`src/design/base64_stream_decoder_unit_defines.svh`:
```
// ---------------------------------------------------------------------------
// Base64 stream decoder assertion macros
// Shared concurrent assertion wrappers, clocked on the rising edge and
// disabled while the active-low reset is asserted.
// ---------------------------------------------------------------------------
`ifndef BASE64_STREAM_DECODER_UNIT_DEFINES_SVH
`define BASE64_STREAM_DECODER_UNIT_DEFINES_SVH

// Check that the consequent holds in the same cycle as the antecedent.
`define B64D_ASSERT_SAME(label, clk, rst_n, ante, cons, msg) \
  label: assert property (@(posedge clk) disable iff (!rst_n) (ante) |-> (cons)) \
    else $error(msg);

// Check that the consequent holds in the cycle after the antecedent.
`define B64D_ASSERT_NEXT(label, clk, rst_n, ante, cons, msg) \
  label: assert property (@(posedge clk) disable iff (!rst_n) (ante) |=> (cons)) \
    else $error(msg);

`endif

```
`src/design/b64d_pkg.sv`:
```
// ---------------------------------------------------------------------------
// Base64 stream decoder package
// Request types, character constants and the character-to-sextet lookup.
// ---------------------------------------------------------------------------
`default_nettype none

package b64d_pkg;

  localparam int unsigned CharW   = 8;
  localparam int unsigned SextetW = 6;
  localparam int unsigned GroupW  = 2;
  localparam int unsigned NumHeld = 3;
  localparam int unsigned MaxRes  = 3;
  localparam int unsigned CntW    = 2;

  localparam logic [CharW-1:0] CharUpperA = 8'h41;
  localparam logic [CharW-1:0] CharUpperZ = 8'h5A;
  localparam logic [CharW-1:0] CharLowerA = 8'h61;
  localparam logic [CharW-1:0] CharLowerZ = 8'h7A;
  localparam logic [CharW-1:0] CharDigit0 = 8'h30;
  localparam logic [CharW-1:0] CharDigit9 = 8'h39;
  localparam logic [CharW-1:0] CharPlus   = 8'h2B;
  localparam logic [CharW-1:0] CharSlash  = 8'h2F;
  localparam logic [CharW-1:0] CharPad    = 8'h3D;

  localparam logic [SextetW-1:0] LowerBase = 6'd26;
  localparam logic [SextetW-1:0] DigitBase = 6'd52;
  localparam logic [SextetW-1:0] PlusCode  = 6'd62;
  localparam logic [SextetW-1:0] SlashCode = 6'd63;

  localparam logic [GroupW-1:0] PosThird  = 2'd2;
  localparam logic [GroupW-1:0] PosFourth = 2'd3;

  typedef struct packed {
    logic [CharW-1:0] char_in;
    logic             end_of_stream;
  } b64d_in_t;

  typedef struct packed {
    logic [CharW-1:0] data_byte;
    logic             byte_valid;
    logic             last_of_group;
    logic             stream_done;
  } b64d_out_t;

  typedef struct packed {
    logic               bad;
    logic [SextetW-1:0] value;
  } b64d_sextet_t;

  // Map one character to its sextet; flag anything outside the alphabet.
  function automatic b64d_sextet_t sextet_of(input logic [CharW-1:0] ch);
    b64d_sextet_t r;
    logic [CharW-1:0] diff;
    r    = '{bad: 1'b0, value: '0};
    diff = '0;
    if (ch >= CharUpperA && ch <= CharUpperZ) begin
      diff    = ch - CharUpperA;
      r.value = diff[SextetW-1:0];
    end else if (ch >= CharLowerA && ch <= CharLowerZ) begin
      diff    = ch - CharLowerA;
      r.value = diff[SextetW-1:0] + LowerBase;
    end else if (ch >= CharDigit0 && ch <= CharDigit9) begin
      diff    = ch - CharDigit0;
      r.value = diff[SextetW-1:0] + DigitBase;
    end else if (ch == CharPlus) begin
      r.value = PlusCode;
    end else if (ch == CharSlash) begin
      r.value = SlashCode;
    end else if (ch == CharPad) begin
      r.value = '0;
    end else begin
      r.bad = 1'b1;
    end
    return r;
  endfunction

endpackage

`default_nettype wire

```
`src/design/base64_stream_decoder_unit.sv`:
```
// ---------------------------------------------------------------------------
// Base64 stream decoder
// Decodes one ASCII character per request into a stream of decoded bytes.
// ---------------------------------------------------------------------------
// One character request is taken per clock cycle. The first three characters
// of a group only update the group registers and return nothing. The fourth
// character (or a character flagged end_of_stream) loads a result burst of
// one to three entries into the result register, which drains one entry per
// cycle unless the output stalls; a valid group gives its bytes, a group with
// any character outside the Base64 alphabet gives none, and an end of stream
// that yields no byte gives a single empty marker (byte_valid low). The input
// keeps accepting characters that produce no result while a burst drains, so
// a well-formed stream runs at one character per cycle. The only input stall
// comes from the single result burst register: a burst-producing character
// waits while the previous burst still has more than its final entry left,
// or while the output side stalls. A partial group at end of stream is
// dropped, and the next request then starts a fresh message.
// ---------------------------------------------------------------------------
`default_nettype none

`include "base64_stream_decoder_unit_defines.svh"

module base64_stream_decoder_unit (
  input  wire logic                clk_i,
  input  wire logic                rst_ni,
  input  wire logic                in_valid_i,
  output logic                     in_stall_o,
  input  wire b64d_pkg::b64d_in_t  in_data_i,
  output logic                     out_valid_o,
  input  wire logic                out_stall_i,
  output b64d_pkg::b64d_out_t      out_data_o
);

  import b64d_pkg::*;

  // Group state
  logic [GroupW-1:0]  pos_q, pos_d;
  logic [SextetW-1:0] held_q [NumHeld];
  logic [SextetW-1:0] held_d [NumHeld];
  logic               inv_q, inv_d;
  logic               tpad_q, tpad_d;

  // Result burst register: entries shift toward slot 0 as they are taken
  logic [CntW-1:0]    cnt_q, cnt_d;
  logic [CharW-1:0]   res_q [MaxRes];
  logic [CharW-1:0]   res_d [MaxRes];
  logic               mark_q, mark_d;
  logic               eos_q, eos_d;

  // Decode of the incoming character
  b64d_sextet_t       sx;
  logic               is_pad;
  logic               fourth;
  logic               good4;
  logic               emit;
  logic [CharW-1:0]   byte0, byte1, byte2;
  logic [CntW-1:0]    new_cnt;

  // Handshake
  logic               busy;
  logic               out_take;
  logic               freeing;
  logic               in_acc;

  assign sx     = sextet_of(in_data_i.char_in);
  assign is_pad = (in_data_i.char_in == CharPad);
  assign fourth = (pos_q == PosFourth);
  assign good4  = fourth && !inv_q && !sx.bad;
  // A request loads a burst when it closes a clean group or ends the message.
  assign emit   = good4 || in_data_i.end_of_stream;

  // Reassemble three bytes from four sextets.
  assign byte0 = {held_q[0], held_q[1][5:4]};
  assign byte1 = {held_q[1][3:0], held_q[2][5:2]};
  assign byte2 = {held_q[2][1:0], sx.value};

  always_comb begin
    new_cnt = CntW'(1);
    if (good4) begin
      new_cnt = CntW'(1) + CntW'(!tpad_q) + CntW'(!is_pad);
    end
  end

  assign busy       = (cnt_q != '0);
  assign out_take   = busy && !out_stall_i;
  assign freeing    = out_take && (cnt_q == CntW'(1));
  // Hold a burst-producing request until the burst register is free.
  assign in_stall_o = busy && !freeing && emit;
  assign in_acc     = in_valid_i && !in_stall_o;

  // Group state update
  always_comb begin
    pos_d  = pos_q;
    inv_d  = inv_q;
    tpad_d = tpad_q;
    for (int i = 0; i < NumHeld; i++) begin
      held_d[i] = held_q[i];
    end
    if (in_acc) begin
      if (fourth || in_data_i.end_of_stream) begin
        // Close the group: either decoded or dropped.
        pos_d  = '0;
        inv_d  = 1'b0;
        tpad_d = 1'b0;
      end else begin
        for (int i = 0; i < NumHeld; i++) begin
          if (pos_q == GroupW'(i)) begin
            held_d[i] = sx.bad ? '0 : sx.value;
          end
        end
        inv_d = inv_q | sx.bad;
        if (pos_q == PosThird) begin
          tpad_d = is_pad;
        end
        pos_d = pos_q + GroupW'(1);
      end
    end
  end

  // Burst register update
  always_comb begin
    cnt_d  = cnt_q;
    mark_d = mark_q;
    eos_d  = eos_q;
    for (int i = 0; i < MaxRes; i++) begin
      res_d[i] = res_q[i];
    end
    if (in_acc && emit) begin
      // Load a compacted burst; a padded third character drops byte one.
      cnt_d    = new_cnt;
      mark_d   = !good4;
      eos_d    = in_data_i.end_of_stream;
      res_d[0] = good4 ? byte0 : '0;
      res_d[1] = tpad_q ? byte2 : byte1;
      res_d[2] = byte2;
    end else if (out_take) begin
      // Advance to the next entry.
      cnt_d = cnt_q - CntW'(1);
      for (int i = 0; i < MaxRes - 1; i++) begin
        res_d[i] = res_q[i+1];
      end
    end
  end

  always_ff @(posedge clk_i or negedge rst_ni) begin
    if (!rst_ni) begin
      pos_q  <= '0;
      inv_q  <= 1'b0;
      tpad_q <= 1'b0;
      cnt_q  <= '0;
      mark_q <= 1'b0;
      eos_q  <= 1'b0;
    end else begin
      pos_q  <= pos_d;
      inv_q  <= inv_d;
      tpad_q <= tpad_d;
      cnt_q  <= cnt_d;
      mark_q <= mark_d;
      eos_q  <= eos_d;
    end
  end

  always_ff @(posedge clk_i) begin
    for (int i = 0; i < NumHeld; i++) begin
      held_q[i] <= held_d[i];
    end
    for (int i = 0; i < MaxRes; i++) begin
      res_q[i] <= res_d[i];
    end
  end

  assign out_valid_o              = busy;
  assign out_data_o.data_byte     = res_q[0];
  assign out_data_o.byte_valid    = !mark_q;
  assign out_data_o.last_of_group = (cnt_q == CntW'(1));
  assign out_data_o.stream_done   = (cnt_q == CntW'(1)) && eos_q;

  // A request taken while an unfinished burst drains must produce no result.
  `B64D_ASSERT_SAME(a_no_overrun, clk_i, rst_ni,
    in_acc && busy && !freeing, !emit, "burst register overrun")
  // Stream end only on the last entry of a burst.
  `B64D_ASSERT_SAME(a_done_is_last, clk_i, rst_ni,
    out_valid_o && out_data_o.stream_done, out_data_o.last_of_group,
    "stream_done without last_of_group")
  // An empty marker is a lone end-of-stream entry carrying zero.
  `B64D_ASSERT_SAME(a_marker_shape, clk_i, rst_ni,
    out_valid_o && !out_data_o.byte_valid,
    out_data_o.stream_done && (out_data_o.data_byte == '0),
    "malformed end marker")
  // End of stream restarts group tracking.
  `B64D_ASSERT_NEXT(a_eos_clears, clk_i, rst_ni,
    in_acc && in_data_i.end_of_stream, (pos_q == '0) && !inv_q && !tpad_q,
    "group state not cleared at end of stream")

endmodule

`default_nettype wire
```
`config.mk`:
```
export PLATFORM = sky130hd
export DESIGN_NAME = base64_stream_decoder_unit
export DESIGN_NICKNAME = d
export VERILOG_FILES = /design/src/design/b64d_pkg.sv /design/src/design/base64_stream_decoder_unit.sv
export VERILOG_INCLUDE_DIRS = /design/src /design/src/design
export SDC_FILE = /design/constraint.sdc
export NUM_CORES = 1
export LEC_CHECK = 0
export BUFFER_PORTS_ARGS = -buffer_cell sky130_fd_sc_hd__buf_2
export CAP_MARGIN = 20
export CORE_MARGIN = 2
export CORE_UTILIZATION = 40
export CTS_CLUSTER_SIZE = 14
export DETAILED_ROUTE_END_ITERATION = 10
export SKIP_LAST_GASP = 1
export SYNTH_ARGS = -nofsm -noshare
export SYNTH_HDL_FRONTEND = slang
export SYNTH_SLANG_ARGS = --single-unit
```
`constraint.sdc`:
```
create_clock -name clk_i -period 4.6 [get_ports clk_i]
set_clock_uncertainty 0.2 [all_clocks]
set_input_delay 1.38 -clock clk_i [delete_from_list [all_inputs] [get_ports clk_i]]
set_output_delay 1.38 -clock clk_i [all_outputs]
set_load 0.005 [all_outputs]
```
# Word-level counts from Yosys, hierarchy flattened
# Memories as Yosys holds them, arrays and structs flattened.
# Cells that the tools add are included.
# Widths: inputs -> output; s select.
# totals
ff_bits,8
mem_count,2
mem_bits_rw,42
# op_classes
n_eq_ne,7
n_reduce_logical,28
n_addsub,9
n_mux,29
magnitude_cmp,6
bitwise_logic,1
# memory_table
name,words,width,read_ports,rd_ports_with_merged_regs,wr,line_no,text
res_q,3,8,3,0,3,base64_stream_decoder_unit.sv:45,logic [CharW-1:0] res_q [MaxRes];
held_q,3,6,3,0,3,base64_stream_decoder_unit.sv:38,logic [SextetW-1:0] held_q [NumHeld];
# op_table
operator,count
$mux 6,9
$mux 18,2
$mux 16,2
$eq 8x6->1 const B,3
$mux 8,3
$ge 8x7->1 const B,2
$le 8x7->1 const B,2
$logic_and 1x1->1,12
$sub 6x6->6 const B,2
$logic_not 1->1,9
$mux 1,9
$ge 8x6->1 const B,1
$le 8x6->1 const B,1
$mux 2,4
$add 6x5->6 const B,1
$add 6x6->6 const B,1
$reduce_bool 2->1,3
$sub 6x1->6 const B,1
$eq 2x1->1 const B,2
$eq 2x2->1 const B,2
$add 1x1->2 const A,1
$add 2x1->2,1
$add 2x1->2 const B,1
$logic_not 2->1,1
4 further kinds,5

# Logic depth before layout (Yosys ltp)
# depth
word_depth,15
ltp_mapped,10
mapped_depth_nobuf,9

# Least setup slack after synthesis
# No wires, ideal clock.
# synth_timing
kind,input to output
startpoint,in in_data_i[4] in the netlist's numbering
endpoint,out in_stall_o
arrival_ns,2.830
slack_ns,0.190
path_stages,8
n_path_buf,1
required_ns,3.020
cell_sequence,buf_2 inv_1 ha_1 inv_1 o211a_1 nor3_2 a21oi_4 o31ai_1
# synth_between
elab_chain_len,11
# synth_lines
item,line_no,text
start: declaration,base64_stream_decoder_unit.sv:28,"input wire b64d_pkg::b64d_in_t in_data_i,"
$eq 8x6->1,b64d_pkg.sv:70,end else if (ch == CharPad) begin
$mux 1,b64d_pkg.sv:70,
$mux 1,b64d_pkg.sv:68,end else if (ch == CharSlash) begin
$mux 1,b64d_pkg.sv:66,end else if (ch == CharPlus) begin
$mux 1,b64d_pkg.sv:63,end else if (ch >= CharDigit0 && ch <= CharDigit9) begin
$mux 1,b64d_pkg.sv:60,end else if (ch >= CharLowerA && ch <= CharLowerZ) begin
$mux 1 (*),b64d_pkg.sv:57,if (ch >= CharUpperA && ch <= CharUpperZ) begin
$logic_not 1->1 (*),base64_stream_decoder_unit.sv:68,assign good4 = fourth && !inv_q && !sx.bad;
$logic_and 1x1->1 (*),base64_stream_decoder_unit.sv:68,
$logic_or 1x1->1 (*),base64_stream_decoder_unit.sv:70,assign emit = good4 || in_data_i.end_of_stream;
$logic_and 1x1->1 (*),base64_stream_decoder_unit.sv:88,assign in_stall_o = busy && !freeing && emit;
end: declaration,base64_stream_decoder_unit.sv:27,"output logic in_stall_o,"
# Mark *: on every way between the ends. The rest lies on a longest branch, timed or not.

# Final worst setup path
# layout_timing
startpoint,in in_data_i[3] in the netlist's numbering
endpoint,out in_stall_o
# The elaborated chain is that of the path after synthesis.

==> impl_metrics.ini <==
[run_status]
run_status = finished clean

[worst_setup_path]
critical_path.endpoint = in_stall_o
crit_path_start = in_data_i[3]
timing.critical_path.arrival_ps = 2880
cp_max_fo = 5
crit-reg2reg-launch = cnt_q[0]$_DFFE_PN0P_
crit_required_ps = 3020
critPathCaptureType = primary output
path_class = input port to primary output
worst_reg_to_reg_path_cell_count = 8
timing.rr.end = res_q[0][10]$_DFFE_PP_
timing.reg2reg.setup_slack_ps = 1710
setup.worst_path.start_class = input port

[placed_design]
placement.io_buffers = 25
post-place-cells = 360
place.gp.congestion = 0.940
detailedPlacementHpwl_um = 4120

[timing]
relative_slew_slack_pct = 52.8
final.setup.tns_ps = 0
min_period_ps = 4460
setup_violations = 0
period_share_pct = 97.1
unrepaired_setup_endpoints_after_global_routing = no
report.final.slew_viol_count = 0
finalHoldViolCount = 0
tightest_slew_ps = 701
fmax_mhz = 224

[synth]
synth.lib_cells_used.distinct = 61
synth_top_cell_area_share_pct = 44.1
synth.most_common_cell = sky130_fd_sc_hd__edfxtp_1
syn_avg_cell_area_um2 = 11.8
synthesis.instances = 243
mappedNetlistArea_um2 = 2860
synth.net_count = 272
number_of_synthesized_flops_with_an_enable_pin = 42
postSynthRegisterBits = 50
yosysSeqAreaShare_pct = 51.1
netlist_top_cells_count = sky130_fd_sc_hd__edfxtp_1 (42), sky130_fd_sc_hd__nand2_1 (20), sky130_fd_sc_hd__ha_1 (16)
synth_area_leaders = sky130_fd_sc_hd__edfxtp_1 (44%), sky130_fd_sc_hd__dfrtp_1 (7.0%), sky130_fd_sc_hd__ha_1 (7.0%)
yosys_warnings = 0
netlist.top_cell.by_area = sky130_fd_sc_hd__edfxtp_1
async_reset_ff_share_pct = 16.0
synth_flop_cell = sky130_fd_sc_hd__edfxtp_1

[routing]
drt_first_pass_iters = 4
routedWlPerCell_um = 14.7
route.detailed.vias_per_inst = 5.20
antenna_left = 0
post-route-drc-count = 0
starting_drc_count_in_detailed_routing = 54
vias = 1914
wl_um = 5420

[global_route]
grt_start_max_net_pins = 18
first_global_vias = 1824
grt_overflow = 0
grt_pass1_wl_um = 9050
global_route.usage.total_pct = 15.3
antenna_found_initial = 0

[clock_tree]
tritoncts_clock_tree = yes
cts_hold_repair.buffers = 0
cts_setup_buffers = 0
clk_pin_slew_ps = 90
root_buffer = sky130_fd_sc_hd__clkbuf_8
cts_max_level = 2
tritoncts.num_buffers = 5
worst_skew_pair.late_latency_ps = 310
cts.sink_count = 50
cts-root-to-sink-buffers = 2

[floorplan]
initial_util_pct = 41.6
dieHeight_um = 88.6
num_io_pins = 26
dieWidth_um = 88.6
std_cell_rows = 30
coreArea_um2 = 6870
design.die.area_um2 = 7840

[final_layout]
diodes = 0
num-nets-final = 300
num-fill-cells = 643
final_core_util_pct = 46.7
multi_input_comb_area_um2 = 1260
layout-area-overhead-vs-synth_pct = 12.1
post_route_cells_drive_above_1_share_pct = 23.2
final_cells = 368
seq_area_um2 = 1460

[power]
ir_worst_vdd_mv = 0.136
power.density_cell_area_nw_per_um2 = 433
p_leak_nw = 1.32

[hold_path]
worstHoldPathType = register to register

[job]
max-cap-violations = 0
[worst min-delay path by stage]
stage	start	endpoint	slack, ps	depth (start not counted)
floorplan	held_q[0][12]$_DFFE_PP_	res_q[0][22]$_DFFE_PP_	230	0
global placement	held_q[0][13]$_DFFE_PP_	res_q[0][23]$_DFFE_PP_	240	0
CTS	held_q[0][12]$_DFFE_PP_	res_q[0][22]$_DFFE_PP_	260	0
finish	held_q[0][12]$_DFFE_PP_	res_q[0][22]$_DFFE_PP_	260	0
detailed placement	held_q[0][12]$_DFFE_PP_	res_q[0][22]$_DFFE_PP_	240	0
global route	held_q[0][13]$_DFFE_PP_	res_q[0][23]$_DFFE_PP_	280	0
[layout make-up]
| type | instances | share of cell area [%] |
|---|---|---|
| clock buffers | 5 | 2.15 |
| multi-input cells | 165 | 39.3 |
| repair buffers | 35 | 6.25 |
| flip-flops and latches | 50 | 45.6 |
| inverters | 14 | 1.64 |
| clock inverters | 3 | 1.37 |
| well taps | 96 | 3.75 |
[metrics by stage]
stage               hold WS (ps)  cell area [um2]  worst slack (ps)  total power [mW]
global route                 276             3210              20.5              1.48
finish                       257             3210               135              1.39
global placement             235             3090               144              1.08
CTS                          258             3200               108              1.40
detailed placement           238             3090               109              1.09
floorplan                    226             2860               190             0.987
[kinds of logic after synthesis]
kind of cell               share of synthesized area [%]
AOI/OAI and AO/OA                                   18.6
muxes                                               2.97
and+or+nand+nor                                     14.3
buffers and inverters                               5.12
DFF                                                 51.1
xor gates and xnor gates                           0.919
adders and majority gates                           7.00
[flip-flops by register name (all words and copies together), names as in the netlist]
signal and flops:
eos_q 1, pos_q 2, inv_q 1, res_q 24, cnt_q 2, mark_q 1
tpad_q 1, held_q 18
[power breakdown]
part / switching [mW] / internal (mW)
clock network: 0.149 / 0.163
logic: 0.217 / 0.184
registers: 0.0553 / 0.620
total: 0.422 / 0.967
[critical path: stages]
cell and delay [ps]:
sky130_fd_sc_hd__buf_2 110, sky130_fd_sc_hd__inv_1 80, sky130_fd_sc_hd__ha_1 270, sky130_fd_sc_hd__and3b_1 220, sky130_fd_sc_hd__a2111oi_4 400, sky130_fd_sc_hd__nor3_4 70, sky130_fd_sc_hd__a21oi_4 130, sky130_fd_sc_hd__o31ai_1 90
sky130_fd_sc_hd__buf_2 130
[per-layer routing]
metal	vias up	global-route usage [%]	routed length (um)
li1	966	-	-
met1	896	21.4	2650
met2	45	23.7	2390
met3	7	3.26	272
met4	0	5.51	106
met5	-	0	0
[cells in the final DEF, fill, tap and decap left out, types with 5 or more instances in the layout]
cell type,n
sky130_fd_sc_hd__nor3_1,7
sky130_fd_sc_hd__buf_2,25
sky130_fd_sc_hd__mux2i_1,7
sky130_fd_sc_hd__ha_1,16
sky130_fd_sc_hd__edfxtp_1,42
sky130_fd_sc_hd__nor2b_1,5
sky130_fd_sc_hd__and3_1,7
sky130_fd_sc_hd__nor2_1,12
sky130_fd_sc_hd__dfrtp_1,8
sky130_fd_sc_hd__nand2b_1,5
sky130_fd_sc_hd__inv_1,12
sky130_fd_sc_hd__clkbuf_8,5
sky130_fd_sc_hd__nand2_1,20
sky130_fd_sc_hd__a22o_1,10
sky130_fd_sc_hd__a21oi_1,5
sky130_fd_sc_hd__o21ai_1,6
sky130_fd_sc_hd__o21ai_0,5
sky130_fd_sc_hd__buf_4,10
[timing repair]
item | 4_1_cts | 5_1_grt
resized for setup | 0 | 1
hold endpoints to repair | 0 | 0
endpoints found under the setup margin | 0 | 1
(Power assumes the default switching activity.)
